===== config.mk =====
export PLATFORM = sky130hd
export DESIGN_NAME = ir_distance_median_ema_filter_core_flat
export DESIGN_NICKNAME = d
export VERILOG_FILES = /design/src/hw/rtl/irdf_pkg.sv /design/src/hw/rtl/irdf_if.sv /design/src/hw/rtl/irdf_front.sv /design/src/hw/rtl/irdf_queue.sv /design/src/hw/rtl/irdf_back.sv /design/src/hw/rtl/ir_distance_median_ema_filter_core.sv /design/src/flat_wrapper.sv
export SDC_FILE = /design/constraint.sdc
export NUM_CORES = 2
export LEC_CHECK = 0
export BUFFER_PORTS_ARGS = -buffer_cell sky130_fd_sc_hd__buf_4
export CAP_MARGIN = 20
export CORE_UTILIZATION = 59
export CTS_CLUSTER_SIZE = 16
export DETAILED_ROUTE_END_ITERATION = 7
export PLACE_DENSITY = 0.78
export SKIP_LAST_GASP = 1
export SLEW_MARGIN = 30
export SYNTH_ARGS = -nofsm -noshare
export SYNTH_HDL_FRONTEND = slang
export SYNTH_HIERARCHICAL = 1
export SYNTH_SLANG_ARGS = --single-unit

===== constraint.sdc =====
create_clock -name clk -period 7.7 [get_ports clk]
set_clock_uncertainty 0.2 [all_clocks]
set_input_delay 2.31 -clock clk [delete_from_list [all_inputs] [get_ports clk]]
set_output_delay 2.31 -clock clk [all_outputs]
set_load 0.01 [all_outputs]

===== src/hw/rtl/irdf_pkg.sv =====
package irdf_pkg;
    localparam int WINDOW_SIZE_DEF = 7;
    localparam int CHANNELS_DEF    = 2;
    localparam int SAMPLE_BITS_DEF = 12;
    localparam int CFG_IDX_BITS    = 3;
    localparam int CFG_DATA_BITS   = 24;
    localparam int NUM_BITS        = 24;
    localparam int OFS_BITS        = 13;
    localparam int DIST_BITS       = 16;
    localparam int ALPHA_BITS      = 17;
    localparam int LIMIT_BITS      = 12;

    localparam logic [CFG_IDX_BITS-1:0] REG_NUM_RIGHT   = 3'd0;
    localparam logic [CFG_IDX_BITS-1:0] REG_OFS_RIGHT   = 3'd1;
    localparam logic [CFG_IDX_BITS-1:0] REG_NUM_FRONT   = 3'd2;
    localparam logic [CFG_IDX_BITS-1:0] REG_OFS_FRONT   = 3'd3;
    localparam logic [CFG_IDX_BITS-1:0] REG_MIN_DIST    = 3'd4;
    localparam logic [CFG_IDX_BITS-1:0] REG_MAX_DIST    = 3'd5;
    localparam logic [CFG_IDX_BITS-1:0] REG_ALPHA       = 3'd6;
    localparam logic [CFG_IDX_BITS-1:0] REG_INVALID_LIM = 3'd7;

    typedef struct packed {
        logic [NUM_BITS-1:0]   numerator_right;
        logic [OFS_BITS-1:0]   offset_right;
        logic [NUM_BITS-1:0]   numerator_front;
        logic [OFS_BITS-1:0]   offset_front;
        logic [DIST_BITS-1:0]  min_distance;
        logic [DIST_BITS-1:0]  max_distance;
        logic [ALPHA_BITS-1:0] alpha_q16;
        logic [LIMIT_BITS-1:0] invalid_limit;
    } cfg_t;
endpackage


===== src/hw/rtl/irdf_if.sv =====
interface irdf_in_if #(parameter int SAMPLE_BITS = 12) ();
    logic                   valid;
    logic                   ready;
    logic                   channel;
    logic [SAMPLE_BITS-1:0] sample;
    modport source (output valid, output channel, output sample, input ready);
    modport sink (input valid, input channel, input sample, output ready);
endinterface

interface irdf_out_if ();
    logic        valid;
    logic        ready;
    logic        out_channel;
    logic [15:0] calibrated_distance;
    logic [15:0] filtered_distance;
    modport source (output valid, output out_channel, output calibrated_distance,
                    output filtered_distance, input ready);
    modport sink (input valid, input out_channel, input calibrated_distance,
                  input filtered_distance, output ready);
endinterface

interface irdf_cfg_if ();
    logic        valid;
    logic        ready;
    logic [2:0]  index;
    logic [23:0] data;
    modport source (output valid, output index, output data, input ready);
    modport sink (input valid, input index, input data, output ready);
endinterface


===== src/hw/rtl/irdf_front.sv =====
// Collects windows and finds the median by an odd-even transposition sort,
// one pass per cycle, then hands channel and median to the queue.
module irdf_front
    import irdf_pkg::*;
#(
    parameter int WINDOW_SIZE = WINDOW_SIZE_DEF,
    parameter int SAMPLE_BITS = SAMPLE_BITS_DEF
)
(
    input  logic                   clk,
    input  logic                   rst_n,
    input  logic                   in_valid,
    output logic                   in_ready,
    input  logic                   in_channel,
    input  logic [SAMPLE_BITS-1:0] in_sample,
    output logic                   med_valid,
    input  logic                   med_ready,
    output logic                   med_channel,
    output logic [SAMPLE_BITS-1:0] med_value
);
    localparam int FB = $clog2(WINDOW_SIZE + 1);
    localparam int IB = $clog2(WINDOW_SIZE);
    localparam logic [1:0] ST_COLLECT = 2'd0;
    localparam logic [1:0] ST_SORT    = 2'd1;
    localparam logic [1:0] ST_SEND    = 2'd2;

    logic [SAMPLE_BITS-1:0] win_reg [2][WINDOW_SIZE];
    logic [SAMPLE_BITS-1:0] srt_reg [WINDOW_SIZE];
    logic [FB-1:0]          fill_reg [2];
    logic [FB-1:0]          pass_reg;
    logic [1:0]             state_reg;
    logic                   ch_reg;
    logic                   acc;

    assign in_ready    = (state_reg == ST_COLLECT);
    assign acc         = in_valid && in_ready;
    assign med_valid   = (state_reg == ST_SEND);
    assign med_channel = ch_reg;
    assign med_value   = srt_reg[WINDOW_SIZE/2];

    always_ff @(posedge clk)
    begin
        if (acc)
        begin
            win_reg[in_channel][fill_reg[in_channel][IB-1:0]] <= in_sample;
            if (fill_reg[in_channel] == FB'(WINDOW_SIZE - 1))
            begin
                for (int i = 0; i < WINDOW_SIZE - 1; i++)
                begin
                    srt_reg[i] <= win_reg[in_channel][i];
                end
                srt_reg[WINDOW_SIZE-1] <= in_sample;
            end
        end
        else if (state_reg == ST_SORT)
        begin
            for (int i = 0; i + 1 < WINDOW_SIZE; i++)
            begin
                if ((i % 2) == int'(pass_reg[0]))
                begin
                    if (srt_reg[i] > srt_reg[i+1])
                    begin
                        srt_reg[i]   <= srt_reg[i+1];
                        srt_reg[i+1] <= srt_reg[i];
                    end
                end
            end
        end
    end

    always_ff @(posedge clk or negedge rst_n)
    begin
        if (!rst_n)
        begin
            state_reg   <= ST_COLLECT;
            fill_reg[0] <= '0;
            fill_reg[1] <= '0;
            pass_reg    <= '0;
            ch_reg      <= 1'b0;
        end
        else
        begin
            case (state_reg)
                ST_COLLECT:
                begin
                    if (acc)
                    begin
                        if (fill_reg[in_channel] == FB'(WINDOW_SIZE - 1))
                        begin
                            fill_reg[in_channel] <= '0;
                            ch_reg    <= in_channel;
                            pass_reg  <= '0;
                            state_reg <= ST_SORT;
                        end
                        else
                        begin
                            fill_reg[in_channel] <= fill_reg[in_channel] + FB'(1);
                        end
                    end
                end
                ST_SORT:
                begin
                    pass_reg <= pass_reg + FB'(1);
                    if (pass_reg == FB'(WINDOW_SIZE - 1))
                    begin
                        state_reg <= ST_SEND;
                    end
                end
                ST_SEND:
                begin
                    if (med_ready)
                    begin
                        state_reg <= ST_COLLECT;
                    end
                end
                default: state_reg <= ST_COLLECT;
            endcase
        end
    end

    a_fill_bound: assert property (@(posedge clk) disable iff (!rst_n)
        fill_reg[0] < FB'(WINDOW_SIZE) && fill_reg[1] < FB'(WINDOW_SIZE))
        else $error("window fill out of range");
    a_sort_len: assert property (@(posedge clk) disable iff (!rst_n)
        (state_reg == ST_SORT && pass_reg == FB'(WINDOW_SIZE - 1)) |=> med_valid)
        else $error("sort did not finish");
    a_no_accept: assert property (@(posedge clk) disable iff (!rst_n)
        med_valid |-> !in_ready)
        else $error("input accepted while median pending");
endmodule


===== src/hw/rtl/irdf_queue.sv =====
// Two-entry queue between the median stage and the arithmetic stage.
module irdf_queue
    import irdf_pkg::*;
#(
    parameter int WIDTH = SAMPLE_BITS_DEF + 1
)
(
    input  logic             clk,
    input  logic             rst_n,
    input  logic             wr_valid,
    output logic             wr_ready,
    input  logic [WIDTH-1:0] wr_data,
    output logic             rd_valid,
    input  logic             rd_ready,
    output logic [WIDTH-1:0] rd_data
);
    logic [WIDTH-1:0] mem_reg [2];
    logic             wp_reg, rp_reg;
    logic [1:0]       cnt_reg;
    logic             wr, rd;

    assign wr_ready = (cnt_reg != 2'd2);
    assign rd_valid = (cnt_reg != 2'd0);
    assign rd_data  = mem_reg[rp_reg];
    assign wr = wr_valid && wr_ready;
    assign rd = rd_valid && rd_ready;

    always_ff @(posedge clk)
    begin
        if (wr)
        begin
            mem_reg[wp_reg] <= wr_data;
        end
    end

    always_ff @(posedge clk or negedge rst_n)
    begin
        if (!rst_n)
        begin
            wp_reg  <= 1'b0;
            rp_reg  <= 1'b0;
            cnt_reg <= 2'd0;
        end
        else
        begin
            if (wr)
            begin
                wp_reg <= !wp_reg;
            end
            if (rd)
            begin
                rp_reg <= !rp_reg;
            end
            cnt_reg <= cnt_reg + {1'b0, wr} - {1'b0, rd};
        end
    end

    a_cnt: assert property (@(posedge clk) disable iff (!rst_n) cnt_reg <= 2'd2)
        else $error("queue count overflow");
    a_ptr: assert property (@(posedge clk) disable iff (!rst_n)
        (cnt_reg == 2'd0 || cnt_reg == 2'd2) |-> (wp_reg == rp_reg))
        else $error("queue pointers inconsistent");
    a_rd_hold: assert property (@(posedge clk) disable iff (!rst_n)
        (rd_valid && !rd_ready) |=> rd_valid)
        else $error("queue lost an entry");
endmodule


===== src/hw/rtl/irdf_back.sv =====
// Serial restoring divide and offset (max distance for an invalid median), clamp, then the exponential moving average.
module irdf_back
    import irdf_pkg::*;
#(
    parameter int SAMPLE_BITS = SAMPLE_BITS_DEF
)
(
    input  logic                   clk,
    input  logic                   rst_n,
    input  cfg_t                   cfg,
    input  logic                   med_valid,
    output logic                   med_ready,
    input  logic                   med_channel,
    input  logic [SAMPLE_BITS-1:0] med_value,
    output logic                   res_valid,
    input  logic                   res_ready,
    output logic                   res_channel,
    output logic [DIST_BITS-1:0]   res_cal,
    output logic [DIST_BITS-1:0]   res_filt
);
    localparam logic [2:0] ST_IDLE  = 3'd0;
    localparam logic [2:0] ST_DIV   = 3'd1;
    localparam logic [2:0] ST_CLAMP = 3'd2;
    localparam logic [2:0] ST_MUL   = 3'd3;
    localparam logic [2:0] ST_SUM   = 3'd4;
    localparam logic [2:0] ST_OUT   = 3'd5;

    logic [2:0]             state_reg;
    logic                   ch_reg;
    logic                   inv_reg;
    logic [SAMPLE_BITS-1:0] div_reg;
    logic [NUM_BITS-1:0]    quo_reg;
    logic [SAMPLE_BITS:0]   rem_reg;
    logic [4:0]             bit_reg;
    logic [DIST_BITS-1:0]   cal_reg, filt_reg;
    logic [DIST_BITS-1:0]   ema_reg [2];
    logic [1:0]             seed_reg;
    logic [33:0]            p1_reg, p2_reg;
    logic [SAMPLE_BITS:0]   rem_sh, rem_sub;
    logic [OFS_BITS-1:0]    ofs;
    logic signed [NUM_BITS+1:0] raw_dist;
    logic [NUM_BITS-1:0]    num;
    logic [ALPHA_BITS-1:0]  alpha;
    logic [DIST_BITS-1:0]   prev;
    logic [34:0]            sum;

    assign num   = ch_reg ? cfg.numerator_front : cfg.numerator_right;
    assign ofs   = ch_reg ? cfg.offset_front : cfg.offset_right;
    assign rem_sh  = {rem_reg[SAMPLE_BITS-1:0], num[bit_reg]};
    assign rem_sub = rem_sh - {1'b0, div_reg};
    assign raw_dist = inv_reg ? $signed({{(NUM_BITS-DIST_BITS+2){1'b0}}, cfg.max_distance})
                              : $signed({2'b00, quo_reg})
                                + {{(NUM_BITS+2-OFS_BITS){ofs[OFS_BITS-1]}}, ofs};
    assign alpha = cfg.alpha_q16[16] ? 17'h10000 : cfg.alpha_q16;
    assign prev  = seed_reg[ch_reg] ? ema_reg[ch_reg] : cal_reg;
    assign sum   = {1'b0, p1_reg} + {1'b0, p2_reg} + 35'd32768;

    assign med_ready   = (state_reg == ST_IDLE);
    assign res_valid   = (state_reg == ST_OUT);
    assign res_channel = ch_reg;
    assign res_cal     = cal_reg;
    assign res_filt    = filt_reg;

    always_ff @(posedge clk)
    begin
        case (state_reg)
            ST_IDLE:
            begin
                ch_reg  <= med_channel;
                div_reg <= med_value;
                inv_reg <= ({{(16-SAMPLE_BITS){1'b0}}, med_value} <=
                            {4'd0, cfg.invalid_limit});
                rem_reg <= '0;
            end
            ST_DIV:
            begin
                if (rem_sh >= {1'b0, div_reg})
                begin
                    rem_reg <= rem_sub;
                    quo_reg[bit_reg] <= 1'b1;
                end
                else
                begin
                    rem_reg <= rem_sh;
                    quo_reg[bit_reg] <= 1'b0;
                end
            end
            ST_CLAMP:
            begin
                if (raw_dist < $signed({10'd0, cfg.min_distance}))
                begin
                    cal_reg <= cfg.min_distance;
                end
                else if (raw_dist > $signed({10'd0, cfg.max_distance}))
                begin
                    cal_reg <= cfg.max_distance;
                end
                else
                begin
                    cal_reg <= raw_dist[DIST_BITS-1:0];
                end
            end
            ST_MUL:
            begin
                p1_reg <= 34'(alpha * cal_reg);
                p2_reg <= 34'((18'h10000 - {1'b0, alpha}) * prev);
            end
            ST_SUM:
            begin
                filt_reg <= sum[31:16];
            end
            default:
            begin
            end
        endcase
    end

    always_ff @(posedge clk or negedge rst_n)
    begin
        if (!rst_n)
        begin
            state_reg  <= ST_IDLE;
            bit_reg    <= '0;
            seed_reg   <= '0;
            ema_reg[0] <= '0;
            ema_reg[1] <= '0;
        end
        else
        begin
            case (state_reg)
                ST_IDLE:
                begin
                    bit_reg <= 5'(NUM_BITS - 1);
                    if (med_valid)
                    begin
                        state_reg <= ST_DIV;
                    end
                end
                ST_DIV:
                begin
                    bit_reg <= bit_reg - 5'd1;
                    if (bit_reg == 5'd0)
                    begin
                        state_reg <= ST_CLAMP;
                    end
                end
                ST_CLAMP: state_reg <= ST_MUL;
                ST_MUL:   state_reg <= ST_SUM;
                ST_SUM:
                begin
                    ema_reg[ch_reg]  <= sum[31:16];
                    seed_reg[ch_reg] <= 1'b1;
                    state_reg <= ST_OUT;
                end
                ST_OUT:
                begin
                    if (res_ready)
                    begin
                        state_reg <= ST_IDLE;
                    end
                end
                default: state_reg <= ST_IDLE;
            endcase
        end
    end

    a_seed: assert property (@(posedge clk) disable iff (!rst_n)
        res_valid |-> seed_reg[ch_reg])
        else $error("result without seeded average");
    a_div_end: assert property (@(posedge clk) disable iff (!rst_n)
        (state_reg == ST_DIV && bit_reg == 5'd0) |=> state_reg == ST_CLAMP)
        else $error("divider did not finish");
    a_busy: assert property (@(posedge clk) disable iff (!rst_n)
        res_valid |-> !med_ready)
        else $error("median taken while result pending");
endmodule


===== src/hw/rtl/ir_distance_median_ema_filter_core.sv =====
// Two-channel infrared distance filter. Every seventh sample of a channel
// completes its window and yields one result item; other items yield none.
// While a window is being collected an input item is taken every cycle. The
// item that completes a window stalls the input through seven sorting passes
// and the hand-off of the median to a two-entry queue, longer if the queue is
// full. The back stage takes a median, divides serially one quotient bit at a
// time over the 24-bit numerator, adds the offset, clamps, multiplies and sums
// for the average and presents the result until it is accepted, taking no new
// median before that. The queue lets the front collect while the back works.
// Configuration is held in registers written through the cfg channel; the
// user must write them only while no window is in flight, as the block
// itself does not enforce it.
module ir_distance_median_ema_filter_core
    import irdf_pkg::*;
#(
    parameter int WINDOW_SIZE = WINDOW_SIZE_DEF,
    parameter int SAMPLE_BITS = SAMPLE_BITS_DEF
)
(
    input logic clk,
    input logic rst_n,
    irdf_in_if.sink    in_ch,
    irdf_out_if.source out_ch,
    irdf_cfg_if.sink   cfg_ch
);
    cfg_t                   cfg_reg;
    logic                   fq_valid, fq_ready, qb_valid, qb_ready;
    logic [SAMPLE_BITS:0]   fq_data, qb_data;
    logic                   f_ch;
    logic [SAMPLE_BITS-1:0] f_med;

    assign cfg_ch.ready = 1'b1;

    always_ff @(posedge clk or negedge rst_n)
    begin
        if (!rst_n)
        begin
            cfg_reg.numerator_right <= 24'd7574181;
            cfg_reg.offset_right    <= -13'sd26;
            cfg_reg.numerator_front <= 24'd7817807;
            cfg_reg.offset_front    <= 13'd13;
            cfg_reg.min_distance    <= 16'd5120;
            cfg_reg.max_distance    <= 16'd38400;
            cfg_reg.alpha_q16       <= 17'd13107;
            cfg_reg.invalid_limit   <= 12'd1;
        end
        else if (cfg_ch.valid)
        begin
            case (cfg_ch.index)
                REG_NUM_RIGHT:   cfg_reg.numerator_right <= cfg_ch.data;
                REG_OFS_RIGHT:   cfg_reg.offset_right    <= cfg_ch.data[12:0];
                REG_NUM_FRONT:   cfg_reg.numerator_front <= cfg_ch.data;
                REG_OFS_FRONT:   cfg_reg.offset_front    <= cfg_ch.data[12:0];
                REG_MIN_DIST:    cfg_reg.min_distance    <= cfg_ch.data[15:0];
                REG_MAX_DIST:    cfg_reg.max_distance    <= cfg_ch.data[15:0];
                REG_ALPHA:       cfg_reg.alpha_q16       <= cfg_ch.data[16:0];
                REG_INVALID_LIM: cfg_reg.invalid_limit   <= cfg_ch.data[11:0];
                default:
                begin
                end
            endcase
        end
    end

    irdf_front #(.WINDOW_SIZE(WINDOW_SIZE), .SAMPLE_BITS(SAMPLE_BITS)) u_front (
        .clk(clk), .rst_n(rst_n),
        .in_valid(in_ch.valid), .in_ready(in_ch.ready),
        .in_channel(in_ch.channel), .in_sample(in_ch.sample),
        .med_valid(fq_valid), .med_ready(fq_ready),
        .med_channel(f_ch), .med_value(f_med)
    );

    assign fq_data = {f_ch, f_med};

    irdf_queue #(.WIDTH(SAMPLE_BITS + 1)) u_queue (
        .clk(clk), .rst_n(rst_n),
        .wr_valid(fq_valid), .wr_ready(fq_ready), .wr_data(fq_data),
        .rd_valid(qb_valid), .rd_ready(qb_ready), .rd_data(qb_data)
    );

    irdf_back #(.SAMPLE_BITS(SAMPLE_BITS)) u_back (
        .clk(clk), .rst_n(rst_n), .cfg(cfg_reg),
        .med_valid(qb_valid), .med_ready(qb_ready),
        .med_channel(qb_data[SAMPLE_BITS]), .med_value(qb_data[SAMPLE_BITS-1:0]),
        .res_valid(out_ch.valid), .res_ready(out_ch.ready),
        .res_channel(out_ch.out_channel),
        .res_cal(out_ch.calibrated_distance),
        .res_filt(out_ch.filtered_distance)
    );
endmodule


===== src/flat_wrapper.sv =====
// flat-port wrapper written by rule: the top's interface ports become plain ports
module ir_distance_median_ema_filter_core_flat import irdf_pkg::*;
#(
    parameter int WINDOW_SIZE = WINDOW_SIZE_DEF,
    parameter int SAMPLE_BITS = SAMPLE_BITS_DEF
)
  (clk, rst_n, in_ch_valid, in_ch_channel, in_ch_sample, in_ch_ready, out_ch_valid, out_ch_out_channel, out_ch_calibrated_distance, out_ch_filtered_distance, out_ch_ready, cfg_ch_valid, cfg_ch_index, cfg_ch_data, cfg_ch_ready);
  irdf_in_if #(.SAMPLE_BITS(SAMPLE_BITS)) in_ch_i ();
  irdf_out_if out_ch_i ();
  irdf_cfg_if cfg_ch_i ();
  input logic clk;
  input logic rst_n;
  input wire logic [$bits(in_ch_i.valid)-1:0] in_ch_valid;
  input wire logic [$bits(in_ch_i.channel)-1:0] in_ch_channel;
  input wire logic [$bits(in_ch_i.sample)-1:0] in_ch_sample;
  output wire logic [$bits(in_ch_i.ready)-1:0] in_ch_ready;
  output wire logic [$bits(out_ch_i.valid)-1:0] out_ch_valid;
  output wire logic [$bits(out_ch_i.out_channel)-1:0] out_ch_out_channel;
  output wire logic [$bits(out_ch_i.calibrated_distance)-1:0] out_ch_calibrated_distance;
  output wire logic [$bits(out_ch_i.filtered_distance)-1:0] out_ch_filtered_distance;
  input wire logic [$bits(out_ch_i.ready)-1:0] out_ch_ready;
  input wire logic [$bits(cfg_ch_i.valid)-1:0] cfg_ch_valid;
  input wire logic [$bits(cfg_ch_i.index)-1:0] cfg_ch_index;
  input wire logic [$bits(cfg_ch_i.data)-1:0] cfg_ch_data;
  output wire logic [$bits(cfg_ch_i.ready)-1:0] cfg_ch_ready;
  assign in_ch_i.valid = in_ch_valid;
  assign in_ch_i.channel = in_ch_channel;
  assign in_ch_i.sample = in_ch_sample;
  assign in_ch_ready = in_ch_i.ready;
  assign out_ch_valid = out_ch_i.valid;
  assign out_ch_out_channel = out_ch_i.out_channel;
  assign out_ch_calibrated_distance = out_ch_i.calibrated_distance;
  assign out_ch_filtered_distance = out_ch_i.filtered_distance;
  assign out_ch_i.ready = out_ch_ready;
  assign cfg_ch_i.valid = cfg_ch_valid;
  assign cfg_ch_i.index = cfg_ch_index;
  assign cfg_ch_i.data = cfg_ch_data;
  assign cfg_ch_ready = cfg_ch_i.ready;
  ir_distance_median_ema_filter_core #(.WINDOW_SIZE(WINDOW_SIZE), .SAMPLE_BITS(SAMPLE_BITS)) u_core (.clk(clk), .rst_n(rst_n), .in_ch(in_ch_i), .out_ch(out_ch_i), .cfg_ch(cfg_ch_i));
endmodule

## After elaboration in Yosys (flattened, before gate mapping)

Memories as Yosys holds them, arrays and structs flattened.
Cells that the tools add are included.

| storage, ports and cells | value |
|---|---|
| bits in writable memories | 278 |
| logic and storage cells | 235 |
| bits in registers | 339 |
| output and inout port bits | 36 |
| memories | 3 |

| cells by class | value |
|---|---|
| reductions and logical operators | 30 |
| equality and inequality tests | 24 |
| muxes and demuxes | 95 |
| bitwise logic cells | 21 |
| $lt $le $gt $ge | 20 |
| $mul | 2 |
| $add $sub $neg | 10 |

Memory list:

| memory | depth | bits a word | rd ports | clocked after Yosys merged registers in | write ports | line | source |
|---|---|---|---|---|---|---|---|
| u_core.u_front.win_reg | 2 | 84 | 1 | 0 | 1 | irdf_front.sv:27 | `logic [SAMPLE_BITS-1:0] win_reg [2][WINDOW_SIZE];` |
| u_core.u_front.srt_reg | 7 | 12 | 7 | 0 | 7 | irdf_front.sv:28 | `logic [SAMPLE_BITS-1:0] srt_reg [WINDOW_SIZE];` |
| u_core.u_queue.mem_reg | 2 | 13 | 1 | 0 | 1 | irdf_queue.sv:17 | `logic [WIDTH-1:0] mem_reg [2];` |

Operators with widths:

| operator | count |
|---|---|
| two-way mux 12 bit | 14 |
| two-way mux 16 bit | 7 |
| two-way mux 84 bit | 1 |
| > comparator 12 bit | 6 |
| two-way mux 24 bit | 2 |
| two-way mux 1 bit | 41 |
| demux 12 bit (select 3 bit) | 1 |
| adder 32 x 16 -> 32 bit, second input constant | 1 |
| adder 32 bit | 1 |
| bitwise mux 32 bit | 1 |
| multiplier 17 x 16 -> 32 bit | 1 |
| multiplier 18 x 17 -> 32 bit | 1 |
| two-way mux 3 bit | 9 |
| adder 25 x 13 -> 26 bit | 1 |
| > comparator 26 x 17 -> 1 bit | 1 |
| less-than comparator 26 x 17 -> 1 bit | 1 |
| two-way mux 26 bit | 1 |
| bitwise AND 24 bit | 1 |
| equality test 3 bit, second input constant | 8 |
| inverter 24 bit | 1 |
| bitwise OR 24 bit | 1 |
| one-hot mux 12 bit (2 select lines) | 1 |
| one-hot mux 3 bit (6 select lines) | 1 |
| AND reduction 2 bit | 9 |
| other kinds (49) | 90 |

## Depth between registers and ports, before layout

| logic depth | value |
|---|---|
| depth after elaboration | 10 |
| depth in mapped cells | 35 |
| mapped depth without buffers | 32 |

## Modules after synthesis

The synthesis kept the hierarchy.

By module, submodules not included:

| module | area an instance (µm²) | instances | cells each |
|---|---|---|---|
| irdf_back | 30835.8 | 1 | 3277 |
| irdf_front | 11489.8 | 1 | 849 |
| ir_distance_median_ema_filter_core | 5213.8 | 1 | 296 |
| irdf_queue | 1166.1 | 1 | 62 |

## Worst setup path after synthesis

OpenSTA, ideal clock, no wires.

| timing | value |
|---|---|
| path type | register to register |
| start point | register u_core.u_back.ch_reg (netlist: u_core/u_back/res_channel) |
| end point | register u_core.u_back.p2_reg[31], data pin |
| data arrival time | 8105 ps |
| setup slack | -865 ps |
| period minus slack after synthesis | 8565 ps |
| required time | 7241 ps |
| stages on the path, launching flop included | 30 |
| cell sequence | edfxtp_1 -> clkbuf_1 -> clkbuf_1 -> clkbuf_1 -> mux2i_1 -> nor2_1 -> a21oi_1 -> clkbuf_1 -> nor2_1 -> fa_1 -> inv_1 -> fa_1 -> fa_1 -> fa_1 -> inv_1 -> fa_1 -> inv_1 -> fa_1 -> inv_1 -> ha_1 -> a41o_1 -> a21oi_1 -> o21ai_0 -> o311ai_0 -> a41oi_1 -> o21ai_0 -> nand2_1 -> a21o_1 -> a21oi_1 -> xnor2_1 |

| on the way | value |
|---|---|
| word-level cells in the longest chain between the ends | 6 |
| elaborated cells between the ends (all ways) | 8 |

RTL lines:

| element | line | source |
|---|---|---|
| start, declared | irdf_back.sv:29 | `logic ch_reg;` |
| start signal, assigned | irdf_back.sv:69 | `ch_reg <= med_channel;` |
| inverter 1 -> 2 bit (not written as such) | irdf_back.sv:55 | `assign prev = seed_reg[ch_reg] ? ema_reg[ch_reg] : cal_reg;` |
| two-way mux 16 bit (not written as such) (3 in series) | irdf_back.sv:55 |  |
| two-way mux 16 bit (*) | irdf_back.sv:55 |  |
| multiplier 18 x 17 -> 32 bit (*) | irdf_back.sv:106 | `p2_reg <= 34'((18'h10000 - {1'b0, alpha}) * prev);` |
| end signal, assigned | irdf_back.sv:106 |  |
| end, declared | irdf_back.sv:38 | `logic [33:0] p1_reg, p2_reg;` |

Mark *: on every way between the ends. The rest lies on a longest branch, timed or not. The select of a mux whose other input is x is not followed.
A chain may end at the register's enable or synchronous reset.

## Worst setup path in the final report

| timing | value |
|---|---|
| start point | register u_core/cfg_reg[28] in the netlist's numbering |
| end point | register u_core.u_back.p2_reg[28], data pin |

| on the way | value |
|---|---|
| word-level cells in the longest chain between the ends | 3 |

RTL lines:

| element | line | source |
|---|---|---|
| start, declared | ir_distance_median_ema_filter_core.sv:26 | `cfg_t cfg_reg;` |
| two-way mux 17 bit | irdf_back.sv:54 | `assign alpha = cfg.alpha_q16[16] ? 17'h10000 : cfg.alpha_q16;` |
| subtractor 17 x 17 -> 18 bit | irdf_back.sv:106 |  |
| multiplier 18 x 17 -> 32 bit | irdf_back.sv:106 |  |

No other way between the ends.

==> reports/metrics.yaml <==
path_max_fanout: 6
grt_pass1_wl_mm: 192
hold_class: "flip-flop to flip-flop"
postPlaceCellArea_um2: 52000
max_freq_mhz: 128
ys_ff_latch: 593
hp-start: "u_core/u_front/med_channel$_DFFE_PN0P_"
die_x_um: 289
portBuffers: 79
layoutNonFillerInstCount: 5855
dpl.hpwl_mm: 89.7
largest_reg_flops: 144
syn_area_um2: 48700
dieArea_um2: 83700
vias: 33977
dp.cells: 5702
cts_buffer_depth: 3
cpPeakStageDelay_ps: 560
cts_max_level: 3
yosys_warnings: 6
yosys-top-cells-area: "edfxtp_1 (25%), fa_1 (20%), ha_1 (10%)"
overflow: 0
hold_viol_final: 0
clkLatencyLatePin_ps: 640
syn_to_final_growth_pct: 13.4
max_slew_margin: 0.356
diodes: 0
arrival_ps: 7960
clkTransAtPathRegs_ps: 70
period_share: 1.01
rsz0062_at_grt: "true"
design_area_um2: 55200
grt_pass1_vias: 35187
synth_cells: 4484
yosys-top-cells-count: "inv_1 (724), fa_1 (480), nand2_1 (459), edfxtp_1 (400), ha_1 (388)"
crit_path_end_kind: "flip-flop"
tightest_slew_ps: 961
start_util: 0.601
synth.largest_area_cell: "edfxtp_1"
r2r_start: "u_core/cfg_reg[28]$_DFFE_PN0P_"
routedWlPerCell_um: 20.7
synth_cell_type_count: 90
globalplace.congestion: 0.937
ant_nets: 0
fin_nets: 5653
crit_type: "flip-flop to flip-flop"
core_area_um2: 81100
async_flop_share: 0.325
outcome: "complete, but fails checks"
crit_required_ps: 7870
finalWirelength_mm: 121
io_pins: 81
maxSlewViolCount: 0
multi_input_area_um2: 29200
row_count: 104
cts_tree: "done"
cts-root-buf: "clkbuf_16"
violations: "setup timing"
cts_buffers: 67
synth_most_common_cell: "inv_1"
regArea_um2: 16900
die_h_um: 289
cp_slowest_cell: "fa_1"
drc: 0
viasPerCell: 5.80
drv_cap: 0
first_iter_violations: 2516
worst_slack_ps: -90.1
antenna_found_initial: 1
synth_edf_count: 400
holdWs_ps: 273
fin_crit_ps: 7790
nFillCells: 5898
setup-violations-final: 4
pre_cts_ws_ps: -369
yosys.area.top_type_share: 0.247
cts_sinks: 593
yosysSeqAreaShare: 0.347
avgSynthCellArea_um2: 10.9
grt_usage: 0.296
grt_max_degree: 117
final_layout_size_suffix_gt1_frac: 0.178
first_pass_iters: 6
cp-startpoint: "u_core/cfg_reg[28]$_DFFE_PN0P_"
worst_setup_path_start_kind: "flip-flop"
ys.flop_type: "edfxtp_1"
[critical path: cells and delay by family (launching register included)]
| kind | cells | cell delay, ps |
|---|---|---|
| compound gates | 10 | 1590 |
| xor+xnor | 1 | 90 |
| fa+ha+maj | 7 | 3180 |
| buf+inv | 7 | 680 |
| flops | 1 | 460 |
| simple gates | 7 | 1330 |
[cells by family (layout without fill, tap and decap cells)]
kind of cell               Yosys count  after routing  synth area share
and+or+nand+nor                   1059           1059             0.102
buffers and inverters              893           1167            0.0715
adders and majority gates          872            872             0.298
DFF                                593            593             0.347
AOI/OAI and AO/OA                  556            556            0.0720
muxes                              366            366            0.0842
xor gates and xnor gates           142            142            0.0255
other                                3             40          0.000231
[layout make-up]
type / instances / share of cell area
clock inverters: 38 / 0.0106
well taps: 1060 / 0.0240
repair buffers: 318 / 0.0469
flip-flops and latches: 593 / 0.306
inverters: 725 / 0.0493
multi-input cells: 3035 / 0.529
clock buffers: 86 / 0.0335
[path summary, 6_finish.rpt]
check | end | slack, ps | cells past startpoint
max in group asynchronous | u_core/cfg_reg[57]$_DFFE_PN1P_ | 4730 | 3
hold reg to reg | u_core/u_queue/mem_reg[1][12]$_DFFE_PP_ | 270 | 0
min in group asynchronous | u_core/cfg_reg[79]$_DFFE_PN0P_ | 1350 | 1
setup / recovery | u_core/u_back/p2_reg[28]$_DFFE_PN_ | -90 | 32
setup reg to reg | u_core/u_back/p2_reg[28]$_DFFE_PN_ | -90 | 32
hold / removal | u_core/u_queue/mem_reg[1][12]$_DFFE_PP_ | 270 | 0
[timing repair]
action                     in CTS  in global routing
buffers inserted               12                 17
pin swaps                      35                 90
resized for setup              31                 96
hold buffers                    0                  0
cloned                          0                  1
setup endpoints to repair      12                 20
[per-layer routing]
metal | vias up | track usage | wire length, µm
li1 | 15340 | - | -
met1 | 17105 | 0.390 | 48700
met2 | 1270 | 0.500 | 59700
met3 | 262 | 0.0544 | 8790
met4 | 0 | 0.0908 | 3950
met5 | - | 0 | 0
[cell usage in the layout (no fill, tap or decap), types with 11 or more instances in the layout]
master	instances
edfxtp_1	400
ha_1	375
xnor2_1	99
inv_1	704
clkbuf_16	69
xor2_1	28
and2_1	135
buf_6	14
dfrtp_1	138
nor2b_2	11
a21o_1	56
o31ai_1	20
o21bai_1	14
a21oi_1	139
nor3_1	24
clkbuf_1	11
nand2_1	456
mux2_2	198
nand2b_1	40
inv_2	21
nor2b_1	27
conb_1	40
nor2_1	210
o22ai_1	29
mux2i_1	149
mux4_2	15
a22oi_1	13
ha_4	11
fa_1	472
buf_4	291
clkinv_2	11
nand4_1	26
o21ai_0	142
nand3_1	38
o21a_1	26
dfstp_2	54
[per-stage QoR]
| stage | setup TNS [ps] | util |
|---|---|---|
| 6_report | -294 | 0.681 |
| 5_1_grt | -2800 | 0.681 |
| 4_1_cts | -15.4 | 0.674 |
| 3_5_place_dp | -2150 | 0.641 |
| 3_3_place_gp | -584 | 0.641 |
| 2_1_floorplan | -41.6 | - |
Power is not shown: default switching activity piles up to over one toggle a cycle in this logic, so the estimate is an artifact.
